===== config.mk =====
export PLATFORM = sky130hd
export DESIGN_NAME = go_to_goal_p_controller
export DESIGN_NICKNAME = d
export VERILOG_FILES = /design/src/rtl/ggpc_pkg.sv /design/src/rtl/ggpc_cordic.sv /design/src/rtl/ggpc_mul.sv /design/src/rtl/go_to_goal_p_controller.sv
export SDC_FILE = /design/constraint.sdc
export NUM_CORES = 2
export LEC_CHECK = 0
export BUFFER_PORTS_ARGS = -buffer_cell sky130_fd_sc_hd__buf_2
export CORE_ASPECT_RATIO = 0.75
export CORE_MARGIN = 4
export CORE_UTILIZATION = 54
export CTS_CLUSTER_DIAMETER = 150
export CTS_CLUSTER_SIZE = 10
export DETAILED_ROUTE_END_ITERATION = 10
export HOLD_SLACK_MARGIN = 0.06
export PLACE_DENSITY = 0.82
export SYNTH_ARGS = -nofsm -noshare
export SYNTH_HDL_FRONTEND = slang
export SYNTH_SLANG_ARGS = --single-unit
export TNS_END_PERCENT = 5

===== constraint.sdc =====
create_clock -name aclk -period 11.95 [get_ports aclk]
set_input_delay 2.39 -clock aclk [delete_from_list [all_inputs] [get_ports aclk]]
set_output_delay 2.39 -clock aclk [all_outputs]
set_load 0.01 [all_outputs]

===== src/rtl/ggpc_pkg.sv =====
`timescale 1ns / 1ps
// ----------------------------------------------------------------------------
// ggpc_pkg
// Types, constants and tables shared by the go-to-goal controller modules.
// ----------------------------------------------------------------------------
package ggpc_pkg;

    localparam int CORDIC_STEPS    = 16;
    localparam int ANGLE_FRAC_BITS = 13;

    localparam int STEP_W  = (CORDIC_STEPS > 1) ? $clog2(CORDIC_STEPS) : 1;
    localparam int X_W     = 36;
    localparam int Z_W     = 34;
    localparam int MAG_W   = 35;
    localparam int BEAR_W  = ANGLE_FRAC_BITS + 4;
    localparam int ERR_W   = ((BEAR_W > 16) ? BEAR_W : 16) + 2;
    localparam int MUL_A_W = (ERR_W > 33) ? ERR_W : 33;
    localparam int MUL_B_W = 32;
    localparam int PROD_W  = MUL_A_W + MUL_B_W + 1;
    localparam int HI_W    = (MAG_W - 16) + MUL_B_W;
    localparam int SUM_W   = HI_W + 1;
    localparam int ANG_SH_W = PROD_W - 8;

    localparam int DATA_W     = 32;
    localparam int CFG_ADDR_W = 3;
    localparam int S_TDATA_W  = 88;
    localparam int M_TDATA_W  = 80;
    localparam int M_TUSER_W  = 2;

    localparam longint PI_Q30_L     = 64'sd3373259426;
    localparam longint TWO_PI_Q30_L = 64'sd6746518852;
    localparam longint ROUND_Q30_L  = 64'sd1 <<< (29 - ANGLE_FRAC_BITS);
    localparam longint PI_ANG_L     = (PI_Q30_L + ROUND_Q30_L) >>> (30 - ANGLE_FRAC_BITS);
    localparam longint TWO_PI_ANG_L = (TWO_PI_Q30_L + ROUND_Q30_L) >>> (30 - ANGLE_FRAC_BITS);

    localparam logic signed [Z_W-1:0]   HALF_PI_Q30 = Z_W'(64'sd1686629713);
    localparam logic signed [Z_W-1:0]   ANG_ROUND   = Z_W'(ROUND_Q30_L);
    localparam logic signed [ERR_W-1:0] PI_ANG      = ERR_W'(PI_ANG_L);
    localparam logic signed [ERR_W-1:0] NEG_PI_ANG  = ERR_W'(-PI_ANG_L);
    localparam logic signed [ERR_W-1:0] TWO_PI_ANG  = ERR_W'(TWO_PI_ANG_L);
    localparam logic [MUL_B_W-1:0]      INV_GAIN_Q32 = 32'h9B74EDA8;

    localparam logic signed [ANG_SH_W-1:0] ANG_MAX = ANG_SH_W'(32767);
    localparam logic signed [ANG_SH_W-1:0] ANG_MIN = ANG_SH_W'(-32768);

    localparam logic [31:0] GOAL_RESET       = 32'd0;
    localparam logic [15:0] RADIUS_RESET     = 16'd6554;
    localparam logic [15:0] MAX_LINEAR_RESET = 16'd13107;
    localparam logic [15:0] GAIN_RESET       = 16'd128;

    typedef enum logic [CFG_ADDR_W-1:0] {
        CFG_GOAL_X         = 3'd0,
        CFG_GOAL_Y         = 3'd1,
        CFG_ARRIVAL_RADIUS = 3'd2,
        CFG_MAX_LINEAR     = 3'd3,
        CFG_LINEAR_GAIN    = 3'd4,
        CFG_ANGULAR_GAIN   = 3'd5
    } cfg_idx_t;

    typedef enum logic [1:0] {
        RUN_DRIVING  = 2'd0,
        RUN_REACHED  = 2'd1,
        RUN_CANCELED = 2'd2,
        RUN_IDLE     = 2'd3
    } run_status_t;

    typedef enum logic [3:0] {
        ST_IDLE,
        ST_CORDIC,
        ST_MAG_HI,
        ST_MAG_LO,
        ST_MAG_SUM,
        ST_DECIDE,
        ST_WRAP,
        ST_LIN,
        ST_ANG,
        ST_ANG_SAT,
        ST_OUT
    } seq_state_t;

    typedef struct packed {
        logic                     done;
        logic [MAG_W-1:0]         mag;
        logic signed [BEAR_W-1:0] bearing;
    } cordic_res_t;

    function automatic logic signed [Z_W-1:0] atan_q30(input logic [4:0] idx);
        logic signed [Z_W-1:0] v;
        case (idx)
            5'd0:  v = Z_W'(843314857);
            5'd1:  v = Z_W'(497837829);
            5'd2:  v = Z_W'(263043837);
            5'd3:  v = Z_W'(133525159);
            5'd4:  v = Z_W'(67021687);
            5'd5:  v = Z_W'(33543516);
            5'd6:  v = Z_W'(16775851);
            5'd7:  v = Z_W'(8388437);
            5'd8:  v = Z_W'(4194283);
            5'd9:  v = Z_W'(2097149);
            5'd10: v = Z_W'(1048576);
            5'd11: v = Z_W'(524288);
            5'd12: v = Z_W'(262144);
            5'd13: v = Z_W'(131072);
            5'd14: v = Z_W'(65536);
            5'd15: v = Z_W'(32768);
            5'd16: v = Z_W'(16384);
            5'd17: v = Z_W'(8192);
            5'd18: v = Z_W'(4096);
            5'd19: v = Z_W'(2048);
            5'd20: v = Z_W'(1024);
            5'd21: v = Z_W'(512);
            5'd22: v = Z_W'(256);
            5'd23: v = Z_W'(128);
            5'd24: v = Z_W'(64);
            5'd25: v = Z_W'(32);
            5'd26: v = Z_W'(16);
            5'd27: v = Z_W'(8);
            5'd28: v = Z_W'(4);
            5'd29: v = Z_W'(2);
            5'd30: v = Z_W'(1);
            default: v = '0;
        endcase
        return v;
    endfunction

endpackage


===== src/rtl/ggpc_cordic.sv =====
`timescale 1ns / 1ps
// ----------------------------------------------------------------------------
// ggpc_cordic
// Iterative vectoring CORDIC: one micro-rotation per cycle on a shared
// shift-add stage, giving the offset magnitude and its bearing.
// ----------------------------------------------------------------------------
module ggpc_cordic
    import ggpc_pkg::*;
(
    input  logic               aclk,
    input  logic               aresetn,
    input  logic               start,
    input  logic signed [32:0] dx,
    input  logic signed [32:0] dy,
    output cordic_res_t        res
);

    logic                     busy_reg;
    logic                     done_reg;
    logic [STEP_W-1:0]        step_reg;
    logic signed [X_W-1:0]    x_reg;
    logic signed [X_W-1:0]    y_reg;
    logic signed [Z_W-1:0]    z_reg;
    logic                     zero_reg;

    logic signed [X_W-1:0]    dx_ext;
    logic signed [X_W-1:0]    dy_ext;
    logic signed [X_W-1:0]    xs;
    logic signed [X_W-1:0]    ys;
    logic signed [Z_W-1:0]    atan_step;
    logic signed [Z_W-1:0]    z_round;

    assign dx_ext    = X_W'(dx);
    assign dy_ext    = X_W'(dy);
    assign xs        = x_reg >>> step_reg;
    assign ys        = y_reg >>> step_reg;
    assign atan_step = atan_q30(5'(step_reg));
    assign z_round   = z_reg + ANG_ROUND;

    always_ff @(posedge aclk) begin
        if (!aresetn) begin
            busy_reg <= 1'b0;
            done_reg <= 1'b0;
            step_reg <= '0;
        end else begin
            done_reg <= 1'b0;
            if (start) begin
                busy_reg <= 1'b1;
                step_reg <= '0;
            end else if (busy_reg) begin
                if (step_reg == STEP_W'(CORDIC_STEPS - 1)) begin
                    busy_reg <= 1'b0;
                    done_reg <= 1'b1;
                end else begin
                    step_reg <= step_reg + 1'b1;
                end
            end
        end
    end

    always_ff @(posedge aclk) begin
        if (start) begin
            zero_reg <= (dx == '0) && (dy == '0);
            if (dx < 0) begin
                if (dy >= 0) begin
                    x_reg <= dy_ext;
                    y_reg <= -dx_ext;
                    z_reg <= HALF_PI_Q30;
                end else begin
                    x_reg <= -dy_ext;
                    y_reg <= dx_ext;
                    z_reg <= -HALF_PI_Q30;
                end
            end else begin
                x_reg <= dx_ext;
                y_reg <= dy_ext;
                z_reg <= '0;
            end
        end else if (busy_reg) begin
            if (!y_reg[X_W-1]) begin
                x_reg <= x_reg + ys;
                y_reg <= y_reg - xs;
                z_reg <= z_reg + atan_step;
            end else begin
                x_reg <= x_reg - ys;
                y_reg <= y_reg + xs;
                z_reg <= z_reg - atan_step;
            end
        end
    end

    always_comb begin
        res.done    = done_reg;
        res.mag     = x_reg[X_W-1] ? '0 : x_reg[MAG_W-1:0];
        res.bearing = zero_reg ? '0 : z_round[Z_W-1:30-ANGLE_FRAC_BITS];
    end

endmodule


===== src/rtl/ggpc_mul.sv =====
`timescale 1ns / 1ps
// ----------------------------------------------------------------------------
// ggpc_mul
// Shared registered multiplier: signed operand times unsigned operand.
// ----------------------------------------------------------------------------
module ggpc_mul
    import ggpc_pkg::*;
(
    input  logic                      aclk,
    input  logic signed [MUL_A_W-1:0] op_a,
    input  logic [MUL_B_W-1:0]        op_b,
    output logic signed [PROD_W-1:0]  prod
);

    logic signed [PROD_W-1:0] prod_reg;

    always_ff @(posedge aclk) begin
        prod_reg <= PROD_W'(op_a * $signed({1'b0, op_b}));
    end

    assign prod = prod_reg;

endmodule


===== src/rtl/go_to_goal_p_controller.sv =====
`timescale 1ns / 1ps
// ----------------------------------------------------------------------------
// go_to_goal_p_controller
// Proportional go-to-goal controller: distance, heading error and commands.
// ----------------------------------------------------------------------------
// Each input item is one control tick carrying pos_x, pos_y, heading and
// cancel_request; each tick yields exactly one result item with linear_cmd,
// angular_cmd, distance_left, elapsed_ticks and run_status.
// The goal and tuning values are written through the cfg_* port while the
// block is idle, which the user must keep to, as the block does not enforce
// it; writing goal_x or goal_y starts a new run. A tick runs the CORDIC
// loop of 16 steps, the distance scaling and the decision and, for driving
// ticks, the heading wrap and the commands; the single shared multiplier
// forms the four products in turn. One tick is in work at a time; the
// next item is accepted in the cycle after the result is loaded.
// The result sits in an output register, so a new item is accepted while a
// result waits; if the receiver stalls, the following result waits at the
// end of its sequence until the register is free.
// Reset restores the register defaults, clears the run state and the tick
// count, and empties the output register.
// ----------------------------------------------------------------------------
module go_to_goal_p_controller
    import ggpc_pkg::*;
(
    input  logic                  aclk,
    input  logic                  aresetn,
    input  logic                  s_tvalid,
    output logic                  s_tready,
    // pos_x[31:0], pos_y[63:32], heading[79:64], cancel_request[80], zero pad
    input  logic [S_TDATA_W-1:0]  s_tdata,
    output logic                  m_tvalid,
    input  logic                  m_tready,
    // linear_cmd[15:0], angular_cmd[31:16], distance_left[63:32],
    // elapsed_ticks[79:64]
    output logic [M_TDATA_W-1:0]  m_tdata,
    // run_status[1:0]
    output logic [M_TUSER_W-1:0]  m_tuser,
    input  logic                  cfg_wr_en,
    input  logic [CFG_ADDR_W-1:0] cfg_addr,
    input  logic [DATA_W-1:0]     cfg_wr_data
);

    seq_state_t state_reg, state_next;

    logic signed [31:0]       goal_x_reg;
    logic signed [31:0]       goal_y_reg;
    logic [15:0]              radius_reg;
    logic [15:0]              max_linear_reg;
    logic [15:0]              linear_gain_reg;
    logic [15:0]              angular_gain_reg;
    logic                     finished_reg;
    logic [15:0]              tick_reg;

    logic signed [15:0]       heading_reg;
    logic                     cancel_reg;
    logic [MAG_W-1:0]         mag_reg;
    logic signed [ERR_W-1:0]  err_reg;
    logic [HI_W-1:0]          hi_reg;
    logic [31:0]              dist_reg;
    logic [15:0]              elapsed_reg;
    run_status_t              status_reg;
    logic [15:0]              lin_reg;
    logic [15:0]              ang_reg;

    logic                     m_tvalid_reg;
    logic [M_TDATA_W-1:0]     m_tdata_reg;
    logic [M_TUSER_W-1:0]     m_tuser_reg;

    logic signed [31:0]       pos_x;
    logic signed [31:0]       pos_y;
    logic signed [32:0]       dx;
    logic signed [32:0]       dy;
    logic                     accept;
    logic                     out_free;
    logic                     cordic_start;
    cordic_res_t              cres;

    logic signed [MUL_A_W-1:0] mul_a;
    logic [MUL_B_W-1:0]        mul_b;
    logic signed [PROD_W-1:0]  prod;

    logic [SUM_W-1:0]          mag_sum;
    logic [39:0]               lin_full;
    logic signed [ANG_SH_W-1:0] ang_sh;
    logic                      driving;

    assign pos_x    = s_tdata[31:0];
    assign pos_y    = s_tdata[63:32];
    assign dx       = 33'(goal_x_reg) - 33'(pos_x);
    assign dy       = 33'(goal_y_reg) - 33'(pos_y);
    assign accept   = s_tvalid && s_tready;
    assign out_free = !m_tvalid_reg || m_tready;
    assign mag_sum  = {1'b0, hi_reg} + SUM_W'(prod[47:16]);
    assign lin_full = prod[47:8];
    assign ang_sh   = prod[PROD_W-1:8];
    assign driving  = !finished_reg && !cancel_reg && (dist_reg >= 32'(radius_reg));

    ggpc_cordic u_cordic (
        .aclk    (aclk),
        .aresetn (aresetn),
        .start   (cordic_start),
        .dx      (dx),
        .dy      (dy),
        .res     (cres)
    );

    ggpc_mul u_mul (
        .aclk (aclk),
        .op_a (mul_a),
        .op_b (mul_b),
        .prod (prod)
    );

    always_comb begin
        state_next = state_reg;
        case (state_reg)
            ST_IDLE:    if (accept) state_next = ST_CORDIC;
            ST_CORDIC:  if (cres.done) state_next = ST_MAG_HI;
            ST_MAG_HI:  state_next = ST_MAG_LO;
            ST_MAG_LO:  state_next = ST_MAG_SUM;
            ST_MAG_SUM: state_next = ST_DECIDE;
            ST_DECIDE:  state_next = driving ? ST_WRAP : ST_OUT;
            ST_WRAP: begin
                if ((err_reg <= PI_ANG) && (err_reg >= NEG_PI_ANG)) begin
                    state_next = ST_LIN;
                end
            end
            ST_LIN:     state_next = ST_ANG;
            ST_ANG:     state_next = ST_ANG_SAT;
            ST_ANG_SAT: state_next = ST_OUT;
            ST_OUT:     if (out_free) state_next = ST_IDLE;
            default:    state_next = ST_IDLE;
        endcase
    end

    always_comb begin
        s_tready     = (state_reg == ST_IDLE);
        cordic_start = s_tvalid && (state_reg == ST_IDLE);
        mul_a        = '0;
        mul_b        = '0;
        case (state_reg)
            ST_MAG_HI: begin
                mul_a = MUL_A_W'(mag_reg[MAG_W-1:16]);
                mul_b = INV_GAIN_Q32;
            end
            ST_MAG_LO: begin
                mul_a = MUL_A_W'(mag_reg[15:0]);
                mul_b = INV_GAIN_Q32;
            end
            ST_LIN: begin
                mul_a = MUL_A_W'(dist_reg);
                mul_b = MUL_B_W'(linear_gain_reg);
            end
            ST_ANG: begin
                mul_a = MUL_A_W'(err_reg);
                mul_b = MUL_B_W'(angular_gain_reg);
            end
            default: begin
                mul_a = '0;
                mul_b = '0;
            end
        endcase
    end

    always_ff @(posedge aclk) begin
        if (!aresetn) begin
            state_reg <= ST_IDLE;
        end else begin
            state_reg <= state_next;
        end
    end

    // Configuration writes and the run state. A goal write starts a new run.
    always_ff @(posedge aclk) begin
        if (!aresetn) begin
            goal_x_reg       <= GOAL_RESET;
            goal_y_reg       <= GOAL_RESET;
            radius_reg       <= RADIUS_RESET;
            max_linear_reg   <= MAX_LINEAR_RESET;
            linear_gain_reg  <= GAIN_RESET;
            angular_gain_reg <= GAIN_RESET;
            finished_reg     <= 1'b0;
            tick_reg         <= '0;
        end else if (cfg_wr_en) begin
            case (cfg_idx_t'(cfg_addr))
                CFG_GOAL_X: begin
                    goal_x_reg   <= cfg_wr_data;
                    finished_reg <= 1'b0;
                    tick_reg     <= '0;
                end
                CFG_GOAL_Y: begin
                    goal_y_reg   <= cfg_wr_data;
                    finished_reg <= 1'b0;
                    tick_reg     <= '0;
                end
                CFG_ARRIVAL_RADIUS: radius_reg       <= cfg_wr_data[15:0];
                CFG_MAX_LINEAR:     max_linear_reg   <= cfg_wr_data[15:0];
                CFG_LINEAR_GAIN:    linear_gain_reg  <= cfg_wr_data[15:0];
                CFG_ANGULAR_GAIN:   angular_gain_reg <= cfg_wr_data[15:0];
                default: ;
            endcase
        end else if (state_reg == ST_DECIDE) begin
            if (!finished_reg && (cancel_reg || !driving)) begin
                finished_reg <= 1'b1;
            end
            if (driving && (tick_reg != 16'hFFFF)) begin
                tick_reg <= tick_reg + 16'd1;
            end
        end
    end

    always_ff @(posedge aclk) begin
        case (state_reg)
            ST_IDLE: begin
                if (accept) begin
                    heading_reg <= s_tdata[79:64];
                    cancel_reg  <= s_tdata[80];
                end
            end
            ST_CORDIC: begin
                if (cres.done) begin
                    mag_reg <= cres.mag;
                    err_reg <= ERR_W'($signed(cres.bearing)) - ERR_W'(heading_reg);
                end
            end
            ST_MAG_LO: hi_reg <= prod[HI_W-1:0];
            ST_MAG_SUM: begin
                if (mag_sum[SUM_W-1:48] != '0) begin
                    dist_reg <= 32'hFFFF_FFFF;
                end else begin
                    dist_reg <= mag_sum[47:16];
                end
            end
            ST_DECIDE: begin
                elapsed_reg <= tick_reg;
                lin_reg     <= '0;
                ang_reg     <= '0;
                if (finished_reg) begin
                    status_reg <= RUN_IDLE;
                end else if (cancel_reg) begin
                    status_reg <= RUN_CANCELED;
                end else if (!driving) begin
                    status_reg <= RUN_REACHED;
                end else begin
                    status_reg <= RUN_DRIVING;
                end
            end
            ST_WRAP: begin
                if (err_reg > PI_ANG) begin
                    err_reg <= err_reg - TWO_PI_ANG;
                end else if (err_reg < NEG_PI_ANG) begin
                    err_reg <= err_reg + TWO_PI_ANG;
                end
            end
            ST_ANG: begin
                if (lin_full > 40'(max_linear_reg)) begin
                    lin_reg <= max_linear_reg;
                end else begin
                    lin_reg <= lin_full[15:0];
                end
            end
            ST_ANG_SAT: begin
                if (ang_sh > ANG_MAX) begin
                    ang_reg <= 16'h7FFF;
                end else if (ang_sh < ANG_MIN) begin
                    ang_reg <= 16'h8000;
                end else begin
                    ang_reg <= ang_sh[15:0];
                end
            end
            default: ;
        endcase
    end

    always_ff @(posedge aclk) begin
        if (!aresetn) begin
            m_tvalid_reg <= 1'b0;
        end else if ((state_reg == ST_OUT) && out_free) begin
            m_tvalid_reg <= 1'b1;
        end else if (m_tready) begin
            m_tvalid_reg <= 1'b0;
        end
    end

    always_ff @(posedge aclk) begin
        if ((state_reg == ST_OUT) && out_free) begin
            m_tdata_reg <= {elapsed_reg, dist_reg, ang_reg, lin_reg};
            m_tuser_reg <= status_reg;
        end
    end

    assign m_tvalid = m_tvalid_reg;
    assign m_tdata  = m_tdata_reg;
    assign m_tuser  = m_tuser_reg;

endmodule


==> out/qor_table.md <==
| Result | This run | Unit |
|---|---|---|
| First DRT Iteration DRCs | 7673 | - |
| Power density over the cells | 212.6 | nW/um^2 |
| Row count | 116 | - |
| Mux cell area share after synthesis | 4.364 | % |
| Number of flops mapped to enable cells by yosys | 393 | - |
| Simple-gate area share of the yosys netlist | 13.87 | % |
| Clock tree from TritonCTS | done | - |
| Setup Viol. Count Final | 0 | - |
| Post-Synth XOR/XNOR Area | 4.645 | % |
| Outcome | finished with violations | - |
| Setup repair after global routing missed its margin | false | - |
| Post-CTS Resized | 0 | - |
| Most common cell type on the critical path | fa_1 | - |
| Layout Nets | 9657 | - |
| Number of hold violations in the final report | 0 | - |
| Max-slew violation count | 6 | - |
| Top-level port count | 212 | - |
| Filler cell count in the final layout | 10880 | - |
| Wire length of the first global-routing pass | 345.9 | mm |
| Post-detailed-placement cell area | 76850 | sq um |
| Area of the die | 142200 | sq um |
| Sort of element at the end of the critical path | register | - |
| Total power after layout | 16810 | uW |
| X dimension of the die | 434.0 | microns |
| Max Buffers Root-to-Sink | 3 | - |
| Top cells by area, synth | fa_1 23%, edfxtp_1 16%, ha_1 9.7% | - |
| Global-route total usage across every layer | 31.35 | % |
| Tcrit/Tclk final | 90.95 | % |
| Post-synth top area cell | fa_1 | - |
| Summed area of non-filler cells in the final layout | 79070 | sq um |
| Area fraction of the dominant cell type after synthesis | 23.12 | % |
| Number of buffers inserted during clock tree synthesis | 74 | - |
| Via count | 60460 | - |
| Number of H-tree branching levels | 3 | - |
| Nature of the critical path startpoint | register | - |
| Final HPWL DP | 178.4 | mm |
| Adder and majority cell fraction of the synthesized area | 32.80 | % |
| Leading cell type in the layout, fill and taps excluded | inv_1 | - |
| Vias per Instance | 6.080 | - |
| Top flip-flop cell by instance count after synthesis | edfxtp_1 | - |
| Static power due to leakage | 0.03596 | uW |
| Final period demand of the worst path | 10870 | ps |
| Number of detailed-routing iterations run before antenna repair | 8 | - |
| FFs w/ async S/R, synth | 0 | % |
| Number of violations of the max-capacitance limit | 1 | - |
| Antenna violations before repair | 5 | - |
| Violations in the final reports | capacitance limit, slew limit | - |
| Worst-case register-to-register setup slack | 1080 | ps |
| Largest stage delay on the critical path | 980 | ps |
| Die Y | 327.5 | microns |
| Worst clock skew on the final layout | 54.56 | ps |
| Transition at the pin with the smallest max-transition slack | 1510 | ps |
| Routability congestion estimate from global placement | 1.010 | - |
| Clock transition at the registers of the reported paths | 60 | ps |
| Post-synthesis area per instance | 9.223 | sq um |
| Fmax achieved | 0.09201 | GHz |
| Commonest cells after routing, fill and taps aside | 1328 x inv_1, 848 x fa_1, 774 x nor2_1 | - |
| Hold-fix buffers, CTS | 0 | - |
| Synthesized-area fraction occupied by ao, oa, aoi and oai cells | 12.90 | % |
| Sequential-to-total area share from yosys stat | 22.86 | % |
| Worst supply voltage drop on vdd | 0.3262 | mV |
| Remaining design rule violation count | 0 | - |
| Top fanout value on the critical path | 20 | - |
| Worst-case hold slack | 396.0 | ps |
| Clock network latency to the later pin of the worst-skew pair | 700 | ps |
| CTS Sinks | 643 | - |
| Relative slew slack | -1.027 | % |
| Area overhead of the layout relative to synthesis | 7.552 | % |
| Flip-flop count of the largest register, all copies and words added | 80 | - |
| Number of cells in the finished layout apart from fillers | 9944 | - |
| Number of I/O port buffers | 204 | - |
| Floorplan Core Area | 134300 | sq um |
| Dpl cells | 9805 | - |
| Combinational family with the most area after synthesis | adder cells | - |
| Number of standard cells after synthesis | 7971 | - |
| Synthesized flop and latch total | 643 | - |
| Vias in the first global route | 59140 | - |
| Global route overflow | 0 | - |
| Pin count of the biggest net entering global routing | 97 | - |
| Min-Delay Path Class | reg2reg | - |
| Sum Neg Setup Slack | 0 | ps |
| YS warnings | 0 | - |
| Ratio of cells with drive above 1 in the final layout | 8.078 | % |
| Setup CP Type | reg2reg | - |
| Buffers inserted during post-CTS setup optimization | 0 | - |
| Drt total wl | 223.4 | mm |
| Detailed-route wire length per cell | 22.47 | microns |
| Buffer type at the clock tree root | clkbuf_16 | - |
| Highest-delay cell along the critical path | fa_1 | - |
| Initial Util | 54.76 | % |
| WP data required | 12570 | ps |
| Combined area of all synthesized cells | 73510 | sq um |
| Post-route antenna net violation count | 0 | - |
| Arrival time of the worst setup path | 11480 | ps |
| Distinct cell type count after synthesis | 106 | - |
==> Yosys cell counts (134+ instances only) <==
library cell	instances
a21o_1	154
clkbuf_1	277
o21ai_0	286
a21boi_0	134
nand2_1	659
inv_1	1330
edfxtp_1	393
fa_1	849
ha_1	569
xor2_1	151
nor2_1	778
a21oi_1	420
dfxtp_1	250
xnor2_1	237
==> power by group <==
| group | total [uW] | switching [uW] | internal, uW |
|---|---|---|---|
| clock network | 2150 | 976 | 1180 |
| logic | 11200 | 6550 | 4620 |
| registers | 3490 | 483 | 3010 |
==> final cells by class <==
type | count | area [sq um] | area share (%)
multi-input combinational | 5756 | 51020 | 64.53
sequential | 643 | 16810 | 21.27
inverter | 1332 | 5001 | 6.325
tap | 1770 | 2215 | 2.801
clock buffer | 127 | 2051 | 2.594
timing repair buffer | 304 | 1799 | 2.276
clock inverter | 8 | 152.6 | 0.1931
antenna | 4 | 10.01 | 0.01266
==> critical path, delay by kind of cell, from the launching register on <==
family / cells / cell delay [ps]
flip-flops: 1 / 540
XOR/XNOR: 1 / 150
AND/OR/NAND/NOR: 6 / 1920
adder cells (fa/ha/maj): 9 / 5270
AO/OA/AOI/OAI: 8 / 1690
buffers and inverters: 6 / 1250
==> routing by layer <==
layer / global-route usage [%] / wire, microns
met1: 45.40 / 92350
met2: 43.43 / 90200
met3: 11.37 / 32460
met4: 10.22 / 8393
met5: 0 / 16
==> cell families (layout without fill, tap and decap cells) <==
family | Yosys count | in the layout
other | 2 | 85
xor gates and xnor gates | 389 | 389
AOI/OAI and AO/OA | 1472 | 1472
and+or+nand+nor | 2202 | 2202
adders and majority gates | 1418 | 1418
muxes | 194 | 194
buffers and inverters | 1651 | 1771
DFF | 643 | 643
==> path summary, 6_finish.rpt <==
| path | cells after the start | end | start |
|---|---|---|---|
| worst max-delay path | 30 | u_mul.prod[64]$_DFF_P_ | state_reg[3]$_SDFFE_PN0P_ |
| worst min-delay path | 0 | hi_reg[0]$_DFFE_PN_ | u_mul.prod[0]$_DFF_P_ |
| worst max register to register | 30 | u_mul.prod[64]$_DFF_P_ | state_reg[3]$_SDFFE_PN0P_ |
| worst min register to register | 0 | hi_reg[0]$_DFFE_PN_ | u_mul.prod[0]$_DFF_P_ |
==> per-stage QoR <==
step	setup WS, ps	utilization, %
finish	1081	58.89
global route	483.8	58.89
CTS	1163	58.88
detailed placement	1166	57.24
global placement	1437	57.24
floorplan	1617	-
(Power assumes the default switching activity.)
